[config.mk]
export PLATFORM = sky130hd
export DESIGN_NAME = dtbp_div
export DESIGN_NICKNAME = d
export VERILOG_FILES = /design/src/rtl/dtbp_pkg.sv /design/src/rtl/dtbp_div.sv
export SDC_FILE = /design/constraint.sdc
export NUM_CORES = 1
export LEC_CHECK = 0
export BUFFER_PORTS_ARGS = -buffer_cell sky130_fd_sc_hd__buf_4
export CORE_ASPECT_RATIO = 1.1
export CORE_UTILIZATION = 25
export DETAILED_ROUTE_END_ITERATION = 8
export RECOVER_POWER = 100
export SLEW_MARGIN = 20
export SYNTH_ARGS = -nofsm -noshare
export SYNTH_HDL_FRONTEND = slang
export SYNTH_SLANG_ARGS = --single-unit
[constraint.sdc]
create_clock -name clk_i -period 8.2 [get_ports clk_i]
set_clock_uncertainty 0.2 [all_clocks]
set_input_delay 0.41 -clock clk_i [delete_from_list [all_inputs] [get_ports clk_i]]
set_output_delay 0.41 -clock clk_i [all_outputs]
set_load 0.01 [all_outputs]
[src/rtl/dtbp_pkg.sv]
// Package for the dual token bucket packet policer.
// Holds shared constants, FSM encoding and divider request/response types.
// No dependencies.
`default_nettype none
package dtbp_pkg;

  localparam logic [31:0] TICKS_PER_SECOND = 32'd1000;
  localparam logic [7:0]  PROTO_TCP        = 8'd6;
  localparam logic [7:0]  PROTO_UDP        = 8'd17;
  localparam logic [3:0]  IP_V4            = 4'd4;
  localparam logic [1:0]  IFACE_UPLINK     = 2'd0;
  localparam logic [1:0]  IFACE_ACCESS     = 2'd1;

  localparam logic [31:0] BYTE_RATE_RST    = 32'd250000;
  localparam logic [30:0] BYTE_BURST_RST   = 31'd65536;
  localparam logic [31:0] PKT_RATE_RST     = 32'd100;
  localparam logic [30:0] PKT_BURST_RST    = 31'd50;

  localparam int unsigned PADDR_W = 5;

  localparam logic [2:0] REG_BYTE_RATE  = 3'd0;
  localparam logic [2:0] REG_BYTE_BURST = 3'd1;
  localparam logic [2:0] REG_PKT_RATE   = 3'd2;
  localparam logic [2:0] REG_PKT_BURST  = 3'd3;
  localparam logic [2:0] REG_UPLINK_EN  = 3'd4;
  localparam logic [2:0] REG_ACCESS_EN  = 3'd5;

  typedef enum logic [8:0] {
    S_IDLE   = 9'b000000001,
    S_REF    = 9'b000000010,
    S_MUL    = 9'b000000100,
    S_DIV1   = 9'b000001000,
    S_MUL2   = 9'b000010000,
    S_DIV2   = 9'b000100000,
    S_DECIDE = 9'b001000000,
    S_OUT    = 9'b010000000,
    S_NEXT   = 9'b100000000
  } state_e;

  typedef struct packed {
    logic        start;
    logic [63:0] dividend;
    logic [31:0] divisor;
  } div_req_t;

  typedef struct packed {
    logic        done;
    logic [63:0] quot;
    logic [31:0] rem;
  } div_rsp_t;

endpackage
`default_nettype wire

[src/rtl/dtbp_div.sv]
// Restoring divider, 64-bit dividend by 32-bit divisor, one quotient bit per cycle.
// Depends on dtbp_pkg for the request and response types.
`default_nettype none
module dtbp_div
  import dtbp_pkg::*;
(
  input  wire logic     clk_i,
  input  wire logic     rst_ni,
  input  wire div_req_t req_i,
  output div_rsp_t      rsp_o
);

  logic        busy_q, busy_d;
  logic        done_q, done_d;
  logic [5:0]  cnt_q, cnt_d;
  logic [63:0] dvd_q, dvd_d;
  logic [31:0] rem_q, rem_d;
  logic [31:0] dsr_q, dsr_d;
  logic [32:0] part;
  logic [32:0] diff;

  assign part = {rem_q, dvd_q[63]};
  assign diff = part - {1'b0, dsr_q};

  always_comb begin
    busy_d = busy_q;
    done_d = 1'b0;
    cnt_d  = cnt_q;
    dvd_d  = dvd_q;
    rem_d  = rem_q;
    dsr_d  = dsr_q;
    if (req_i.start) begin
      busy_d = 1'b1;
      cnt_d  = '0;
      dvd_d  = req_i.dividend;
      rem_d  = '0;
      dsr_d  = req_i.divisor;
    end else if (busy_q) begin
      if (!diff[32]) begin
        rem_d = diff[31:0];
        dvd_d = {dvd_q[62:0], 1'b1};
      end else begin
        rem_d = part[31:0];
        dvd_d = {dvd_q[62:0], 1'b0};
      end
      cnt_d = cnt_q + 6'd1;
      if (cnt_q == 6'd63) begin
        busy_d = 1'b0;
        done_d = 1'b1;
      end
    end
  end

  always_ff @(posedge clk_i or negedge rst_ni) begin
    if (!rst_ni) begin
      busy_q <= 1'b0;
      done_q <= 1'b0;
      cnt_q  <= '0;
    end else begin
      busy_q <= busy_d;
      done_q <= done_d;
      cnt_q  <= cnt_d;
    end
  end

  always_ff @(posedge clk_i) begin
    dvd_q <= dvd_d;
    rem_q <= rem_d;
    dsr_q <= dsr_d;
  end

  assign rsp_o.done = done_q;
  assign rsp_o.quot = dvd_q;
  assign rsp_o.rem  = rem_q;

endmodule
`default_nettype wire

==> flow_metrics.env, run 1 <==
export IMPL_io_pins=196
export IMPL_overflow=0
export IMPL_ant_nets=0
export IMPL_setup_violations=0
export IMPL_drc=0
export IMPL_place_gp_congestion=0.821
export IMPL_clock_sinks=136
export IMPL_syn_avg_cell_area_sq_um=11.5
export IMPL_ys_ff_latch=136
export IMPL_clkTransAtPathRegs_ns=0.06
export IMPL_ys_top_cells_by_area="edfxtp_1 39%, mux2_2 10%, dfxtp_1 8.8%"
export IMPL_ys_seq_area_share_pct=50.9
export IMPL_tightest_slew_ns=2.62
export IMPL_worst_setup_path_start_kind="input pin"
export IMPL_antenna_found_initial=1
export IMPL_synth_cell_types=64
export IMPL_cp_max_fo=47
export IMPL_insertion_delay_ns=0.43
export IMPL_r2r_setup_slack_ns=3.52
export IMPL_wl_per_cell_microns=16.7
export IMPL_grt_pass1_vias=5961
export IMPL_holdCritPathClass="in -> reg"
export IMPL_maxCapViolations=4
export IMPL_relSlewSlack_pct=-74.6
export IMPL_cp_end_kind="flop"
export IMPL_first_iter_violations=267
export IMPL_synth_xor_area_share_pct=3.59
export IMPL_io_buffers=195
export IMPL_ys_warn_count=0
export IMPL_outcome="complete, but fails checks"
export IMPL_rsz0062_at_grt="no"
export IMPL_clockRootBuffer="clkbuf_16"
export IMPL_required_ns=8.16
export IMPL_violations="capacitance limit, slew limit"
export IMPL_async_reset_ff_share_pct=5.88
export IMPL_dp_hpwl_mm=15.4
export IMPL_leakage_nw=3.96
export IMPL_p_per_area_mw_per_mm2=194
export IMPL_synthTopCellsByCount="96 x edfxtp_1, 65 x mux2_2, 46 x inv_1, 45 x nor2_1, 36 x nand2_1"
export IMPL_synth_ff_type="edfxtp_1"
export IMPL_fin_crit_sh_pct=61.6
export IMPL_final_nets=994
export IMPL_syn_to_final_growth_pct=32.3
export IMPL_crit_type="in -> reg"
export IMPL_clk_path_buf_depth=2
export IMPL_die_w_microns=165
export IMPL_synth_top_family_by_area="compound AO/OA/AOI/OAI gates"
export IMPL_dr_pass1_iters=4
export IMPL_drive_gt1_share_pct=22.3
export IMPL_fin_setup_tns_ns=0
export IMPL_grt_usage_pct=14.2
export IMPL_routed_wl_mm=20.8
export IMPL_htreeDepth=4
export IMPL_syn_inst=638
export IMPL_synthMuxAreaShare_pct=12.6
export IMPL_grt_max_degree=65
export IMPL_post_route_min_period_ns=5.05
export IMPL_synth_compound_area_share_pct=13.9
export IMPL_cts_resized_gates=0
export IMPL_initial_utilization_pct=25.5
export IMPL_cts_tree="yes"
export IMPL_ir_worst_vdd_mv=0.112
export IMPL_syn_area_sq_mm=0.00732
export IMPL_dieArea_sq_mm=0.0300
export IMPL_synth_simple_area_share_pct=8.73
export IMPL_synthAdderAreaFrac_pct=5.91
export IMPL_cp_data_arrival_time_ns=5.01
export IMPL_synth_top_cell_area_share_pct=39.4
export IMPL_numCtsBuffers=17
export IMPL_synth_nets=771
export IMPL_via_count=5786
export IMPL_fmax_ghz=0.198
export IMPL_total_power_mw=1.88
export IMPL_rows=65
export IMPL_fin_hold_ws_ns=0.0756
export IMPL_core_area_sq_mm=0.0287
export IMPL_grt_pass1_wl_mm=32.1
export IMPL_finalHoldViolCount=0
export IMPL_yosysMostFrequentCell="edfxtp_1"
export IMPL_synth_edf_count=96
export IMPL_synth_largest_area_cell="edfxtp_1"
export IMPL_dieHeight_microns=181
export IMPL_maxSlewViolCount=147
export IMPL_post_drt_via_cell_ratio=4.65
-- worst max-delay path, cell delays in order --
cell and delay (ns):
clkbuf_1 1.80, clkbuf_1 1.54, buf_4 0.70, mux2_1 0.43
-- cell type report --
cell class	instances	area (sq um)
fillers	2982	19000
flip-flops and latches	136	3720
multi-input cells	428	3260
repair buffers	232	1440
well taps	368	460
clock buffers	17	425
clock inverters	15	201
inverters	46	173
diodes	1	2.50
-- cells in the final DEF (no fill, tap or decap), drive strengths merged, types with 32 or more instances in the layout --
master and n:
inv 47, nand2 37, dlygate4sd3 33, clkbuf 149, a21oi 35, mux2 65, edfxtp 96, buf 67
dfxtp 32, nor2 45, ha 33
-- metal layers --
layer | GRT usage, % | routed length, microns
met3 | 5.32 | 1770
met2 | 22.9 | 9850
met1 | 16.8 | 8590
met5 | 0 | 0
met4 | 5.94 | 551
-- final timing paths --
path	startpoint	end	depth (start not counted)
max	req_i[96]	dvd_q[3]	4
min	req_i[32]	dvd_q[0]	3
min reg2reg	rem_q[23]	rem_q[23]	2
min in group asynchronous	rst_ni	cnt_q[2]	2
max in group asynchronous	rst_ni	cnt_q[4]	2
max reg2reg	dvd_q[63]	rem_q[26]	11
-- registers in the layout (all words and copies together), names as in the netlist --
register,count
dvd_q,64
rem_q,32
done_q,1
busy_q,1
cnt_q,6
dsr_q,32
-- where the power goes --
| part | switching (mW) | internal (mW) | total, mW |
|---|---|---|---|
| logic | 0.111 | 0.112 | 0.223 |
| clock network | 0.325 | 0.510 | 0.835 |
| registers | 0.0270 | 0.792 | 0.819 |
| total | 0.463 | 1.41 | 1.88 |
-- logic make-up after synthesis --
| group | Yosys count |
|---|---|
| and+or+nand+nor | 134 |
| adders and majority gates | 34 |
| DFF | 136 |
| AOI/OAI and AO/OA | 146 |
| muxes | 84 |
| xor gates and xnor gates | 30 |
| buffers and inverters | 74 |
-- through the flow --
stage	area (sq um)	utilization [%]	setup slack, ns	instances
2_1_floorplan	7320	-	5.07	638
3_3_place_gp	9130	31.8	4.61	1177
3_5_place_dp	9130	31.8	4.54	1177
4_1_cts	10100	35.1	4.51	1242
5_1_grt	9680	33.7	2.61	1243
6_report	9680	33.7	3.15	1243
-- repair_timing --
| item | CTS | global route |
|---|---|---|
| hold buffers | 33 | 0 |
| buffers inserted | 0 | 0 |
| endpoints found under the setup margin | 0 | 0 |
| endpoints found under the hold margin | 40 | 0 |
No activity file was read; power rests on OpenSTA's default activity.
==> run 2: changes to the inputs <==
Clock period 8.2 ns to 4.1 ns, I/O delays scaled along.
==> run 2 against run 1 <==
Net effect: largest cell class unchanged; worst setup slack got worse by 2.8 ns; non-clock buffer count rose by 69; critical path type is now reg -> reg; clock-buffer cell count did not move; hold slack improved by 0.24 ns; the run still ends with capacitance limit, slew limit left; die area did not move; sequential share of layout area fell by 2.4 points; combinational power rose by 130%; clock power rose by 83%; critical endpoint is now rem_q[8]; sequential cell count did not move.
==> flow_metrics.env, run 2 (synthesized netlist as in run 1, its figures left out) <==
export IMPL_outcome="complete, but fails checks"
export IMPL_violations="capacitance limit, slew limit"
export IMPL_total_power_mw=3.67
export IMPL_overflow=0
export IMPL_finalHoldViolCount=0
export IMPL_maxSlewViolCount=46
export IMPL_fin_setup_tns_ns=0
export IMPL_post_route_min_period_ns=3.73
export IMPL_core_area_sq_mm=0.0287
export IMPL_wl_per_cell_microns=16.5
export IMPL_clock_sinks=136
export IMPL_dp_cells=1181
export IMPL_regMostFlops="dvd_q"
export IMPL_p_per_area_mw_per_mm2=355
export IMPL_die_w_microns=165
export IMPL_crit_type="reg -> reg"
export IMPL_holdCritPathClass="reg -> reg"
export IMPL_htreeDepth=4
export IMPL_grt_max_degree=84
export IMPL_clockRootBuffer="clkbuf_16"
export IMPL_layout_area_seq_sq_mm=0.00372
export IMPL_reg_top3="dvd_q x64, dsr_q x32, rem_q x32"
export IMPL_rows=65
export IMPL_routed_wl_mm=21.7
export IMPL_cts_tree="yes"
export IMPL_required_ns=4.08
export IMPL_io_pins=196
export IMPL_dp_hpwl_mm=15.6
export IMPL_layout_commonest_cell="clkbuf_1"
export IMPL_insertion_delay_ns=0.42
export IMPL_relSlewSlack_pct=-74.8
export IMPL_initial_utilization_pct=25.5
export IMPL_cp_end_kind="flop"
export IMPL_ir_worst_vdd_mv=0.229
export IMPL_place_gp_congestion=0.875
export IMPL_fin_hold_ws_ns=0.315
export IMPL_grt_usage_pct=15.0
export IMPL_dieHeight_microns=181
export IMPL_maxCapViolations=1
export IMPL_leakage_nw=4.27
export IMPL_post_cts_buffers=0
export IMPL_ant_nets=0
export IMPL_fill_cells=2865
export IMPL_multi_input_area_sq_mm=0.00327
export IMPL_cp_max_fo=33
export IMPL_drive_gt1_share_pct=21.1
export IMPL_cp_data_arrival_time_ns=3.71
export IMPL_grt_pass1_wl_mm=34.2
export IMPL_clk_path_buf_depth=2
export IMPL_numCtsBuffers=17
export IMPL_grt_pass1_vias=6369
export IMPL_rsz0062_at_grt="no"
export IMPL_setup_violations=0
export IMPL_clkTransAtPathRegs_ns=0.07
export IMPL_dieArea_sq_mm=0.0300
export IMPL_fin_cells=1312
export IMPL_worst_setup_path_start_kind="flop"
export IMPL_drc=0
export IMPL_syn_to_final_growth_pct=41.3
export IMPL_dr_pass1_iters=5
export IMPL_fmax_ghz=0.268
export IMPL_fin_crit_sh_pct=91.0
export IMPL_final_nets=1063
export IMPL_via_count=6116
export IMPL_largest_register_ffs=64
export IMPL_post_drt_via_cell_ratio=4.66
export IMPL_final_cell_mix="102 x clkbuf_1, 98 x dlygate4sd3_1, 96 x edfxtp_1"
export IMPL_first_iter_violations=345
export IMPL_io_buffers=195
export IMPL_antenna_found_initial=1
export IMPL_tightest_slew_ns=2.62
run 2: changes by cell type in the layout (fill, tap and decap cells not counted), sizes merged:
cell | before | now
bufinv | 4 | 2
dlygate4sd3 | 33 | 98
buf | 67 | 71
inv | 47 | 50
clkinv | 5 | 8
clkinvlp | 5 | 1
run 2: layer usage:
| metal | routed length [microns] | up-vias | global-route usage [%] | part of all wire (%) |
|---|---|---|---|---|
| met5 | 0 | - | 0 | 0 |
| met4 | 388 | 0 | 5.32 | 1.8 |
| met3 | 1680 | 23 | 4.80 | 7.7 |
| met2 | 10600 | 223 | 25.1 | 49 |
| met1 | 9000 | 2896 | 17.8 | 42 |
| li1 | - | 2974 | - | - |
run 2: cell type report:
type | count | area share [%]
inverter | 46 | 1.67
antenna | 1 | 0.0242
clock buffer | 17 | 4.11
multi-input combinational | 428 | 31.6
clock inverter | 15 | 1.45
sequential | 136 | 36.0
timing repair buffer | 301 | 20.6
tap | 368 | 4.45
run 2: through the flow:
step / setup slack (ns) / utilization, % / cell area (sq um)
after floorplan: 0.971 / - / 7320
after global placement: 0.617 / 31.9 / 9170
after detailed placement: 0.476 / 31.9 / 9170
after CTS: 0.463 / 37.4 / 10700
after global routing: 0.144 / 36.0 / 10300
final: 0.369 / 36.0 / 10300
run 2: worst max-delay path, cell delays in order (launching register included):
cell and delay [ns]:
edfxtp_1 0.35, inv_1 0.06, ha_1 0.22, fa_1 0.41, nand2b_1 0.18, a21o_1 0.19, a211o_1 0.29, a2111oi_2 0.39
mux2i_2 0.17, nand2_4 0.37, buf_4 0.29, mux2i_1 0.22, a211oi_1 0.10
run 2: final timing paths:
kind | cells past startpoint | startpoint | slack, ns | end
setup / recovery | 12 | dvd_q[63] | 0.37 | rem_q[8]
hold / removal | 2 | rem_q[14] | 0.31 | rem_q[14]
setup reg to reg | 12 | dvd_q[63] | 0.37 | rem_q[8]
hold reg to reg | 2 | rem_q[14] | 0.31 | rem_q[14]
max in group asynchronous | 3 | rst_ni | 2.84 | busy_q
min in group asynchronous | 3 | rst_ni | 0.59 | done_q
run 2: repair_timing:
action / in CTS / in global routing
hold endpoints to repair: 104 / 0
hold buffers: 98 / 0
gates resized for setup: 0 / 0
run 2: power by group:
part / internal, mW / total [mW] / switching (mW)
clock: 0.897 / 1.53 / 0.636
sequential: 1.58 / 1.64 / 0.0529
combinational: 0.265 / 0.503 / 0.237
total: 2.75 / 3.67 / 0.926
==> run 3: changes to the inputs <==
Settings changed: RECOVER_POWER 100 to 25.
==> run 3 against run 2 <==
Net effect: the run still ends with capacitance limit, slew limit left; via count fell by 0.43%; first-iteration DRC count fell by 5.5%; global-route usage did not move; clock-buffer cell count did not move; power rose by 1.5%.
==> flow_metrics.env, run 3 (synthesized netlist as in run 1, its figures left out) <==
export IMPL_dieHeight_microns=181
export IMPL_largest_register_ffs=64
export IMPL_drive_gt1_share_pct=31.2
export IMPL_overflow=0
export IMPL_via_count=6090
export IMPL_post_dp_cell_area_sq_mm=0.00917
export IMPL_ir_worst_vdd_mv=0.241
export IMPL_fmax_ghz=0.268
export IMPL_regMostFlops="dvd_q"
export IMPL_rsz0062_at_grt="no"
export IMPL_post_cts_buffers=0
export IMPL_cp_data_arrival_time_ns=3.71
export IMPL_dieArea_sq_mm=0.0300
export IMPL_tightest_slew_ns=2.57
export IMPL_dr_wl_met3_mm=1.78
export IMPL_violations="capacitance limit, slew limit"
export IMPL_hold_depth=2
export IMPL_relSlewSlack_pct=-71.5
export IMPL_finalHoldViolCount=0
export IMPL_postCtsHoldBufs=98
export IMPL_r2r_setup_slack_ns=0.37
export IMPL_drc=0
export IMPL_io_pins=196
export IMPL_antenna_found_initial=1
export IMPL_clkTransAtPathRegs_ns=0.07
export IMPL_fin_crit_sh_pct=90.9
export IMPL_syn_to_final_growth_pct=45.9
export IMPL_wl_met2_mm=10.6
export IMPL_cts_resized_gates=0
export IMPL_post_route_min_period_ns=3.73
export IMPL_layout_commonest_cell="buf_4"
export IMPL_first_iter_violations=326
export IMPL_rows=65
export IMPL_rr_worst_depth=12
export IMPL_setup_violations=0
export IMPL_post_drt_via_cell_ratio=4.64
export IMPL_cts_tree="yes"
export IMPL_maxCapViolations=1
export IMPL_reg_top3="dvd_q x64, dsr_q x32, rem_q x32"
export IMPL_grt_pass1_wl_mm=34.2
export IMPL_postLayoutCellArea_sq_mm=0.0107
export IMPL_ant_nets=0
export IMPL_leakage_nw=4.61
export IMPL_fill_cells=2779
export IMPL_required_ns=4.08
export IMPL_holdCritPathClass="reg -> reg"
export IMPL_dp_hpwl_mm=15.6
export IMPL_io_buffers=195
export IMPL_maxSlewViolCount=46
export IMPL_htreeDepth=4
export IMPL_clk_path_buf_depth=2
export IMPL_cp_end_kind="flop"
export IMPL_core_area_sq_mm=0.0287
export IMPL_p_per_area_mw_per_mm2=349
export IMPL_crit_type="reg -> reg"
export IMPL_dr_pass1_iters=4
export IMPL_grt_max_degree=84
export IMPL_insertion_delay_ns=0.42
export IMPL_die_w_microns=165
export IMPL_highest_layer="met4"
export IMPL_grt_usage_pct=15.0
export IMPL_final_nets=1063
export IMPL_routed_wl_mm=21.8
export IMPL_place_gp_congestion=0.875
export IMPL_worst_setup_path_start_kind="flop"
export IMPL_clock_sinks=136
export IMPL_clockRootBuffer="clkbuf_16"
export IMPL_cp_max_fo=33
export IMPL_fin_setup_tns_ns=0
export IMPL_numCtsBuffers=17
export IMPL_outcome="complete, but fails checks"
export IMPL_wl_met1_mm=8.97
export IMPL_grt_pass1_vias=6369
export IMPL_initial_utilization_pct=25.5
export IMPL_wl_per_cell_microns=16.6
export IMPL_final_cell_mix="159 x buf_4, 98 x dlygate4sd3_1, 96 x edfxtp_1"
[run 3: cell count changes in the layout (fill, tap and decap cells not counted)]
cell / delta
a2bb2oi_2: +1
buf_4: +89
a2bb2oi_1: -1
inv_2: +1
clkbuf_1: -89
mux2_2: +4
inv_1: -1
mux2_1: -4
[run 3: final timing paths]
| check | from | end |
|---|---|---|
| setup / recovery | dvd_q[63] | rem_q[8] |
| hold / removal | rem_q[14] | rem_q[14] |
| setup reg to reg | dvd_q[63] | rem_q[8] |
| hold reg to reg | rem_q[14] | rem_q[14] |
| max in group asynchronous | rst_ni | cnt_q[5] |
| min in group asynchronous | rst_ni | done_q |
[run 3: worst max-delay path, cell delays in order, from the launching register on]
cell and delay, ns:
edfxtp_1 0.36, inv_1 0.06, ha_1 0.22, fa_1 0.41, nand2b_1 0.18, a21o_1 0.19, a211o_1 0.29, a2111oi_2 0.39
mux2i_2 0.18, nand2_4 0.39, buf_4 0.29, mux2i_1 0.22, a211oi_1 0.10
[run 3: through the flow]
stage / power [mW] / utilization [%] / instances / hold WS (ns) / setup slack [ns]
final: 3.73 / 37.2 / 1312 / 0.318 / 0.371
after global routing: 3.88 / 37.2 / 1312 / 0.305 / 0.141
after CTS: 3.78 / 37.4 / 1311 / 0.129 / 0.463
after detailed placement: 2.15 / 31.9 / 1181 / -0.166 / 0.476
after global placement: 2.15 / 31.9 / 1181 / -0.166 / 0.617
after floorplan: 1.89 / - / 638 / -0.291 / 0.971
[run 3: power breakdown]
group	internal [mW]	leakage [nW]	switching, mW
Sequential	1.58	1.36	0.0549
Clock	0.897	0.281	0.636
Combinational	0.316	2.97	0.238
Total	2.80	4.61	0.929
[run 3: layer usage]
metal / global-route usage [%] / vias to the layer above
li1: - / 2972
met1: 17.8 / 2855
met2: 25.1 / 238
met3: 4.80 / 25
met4: 5.32 / 0
met5: 0 / -
[run 3: area by class of cell]
type,count,area (sq um),area share [%]
antenna,1,2.50,0.0234
tap,368,460,4.31
sequential,136,3720,34.9
multi-input combinational,428,3280,30.7
timing repair buffer,301,2470,23.1
inverter,46,173,1.62
clock buffer,17,425,3.98
clock inverter,15,150,1.41
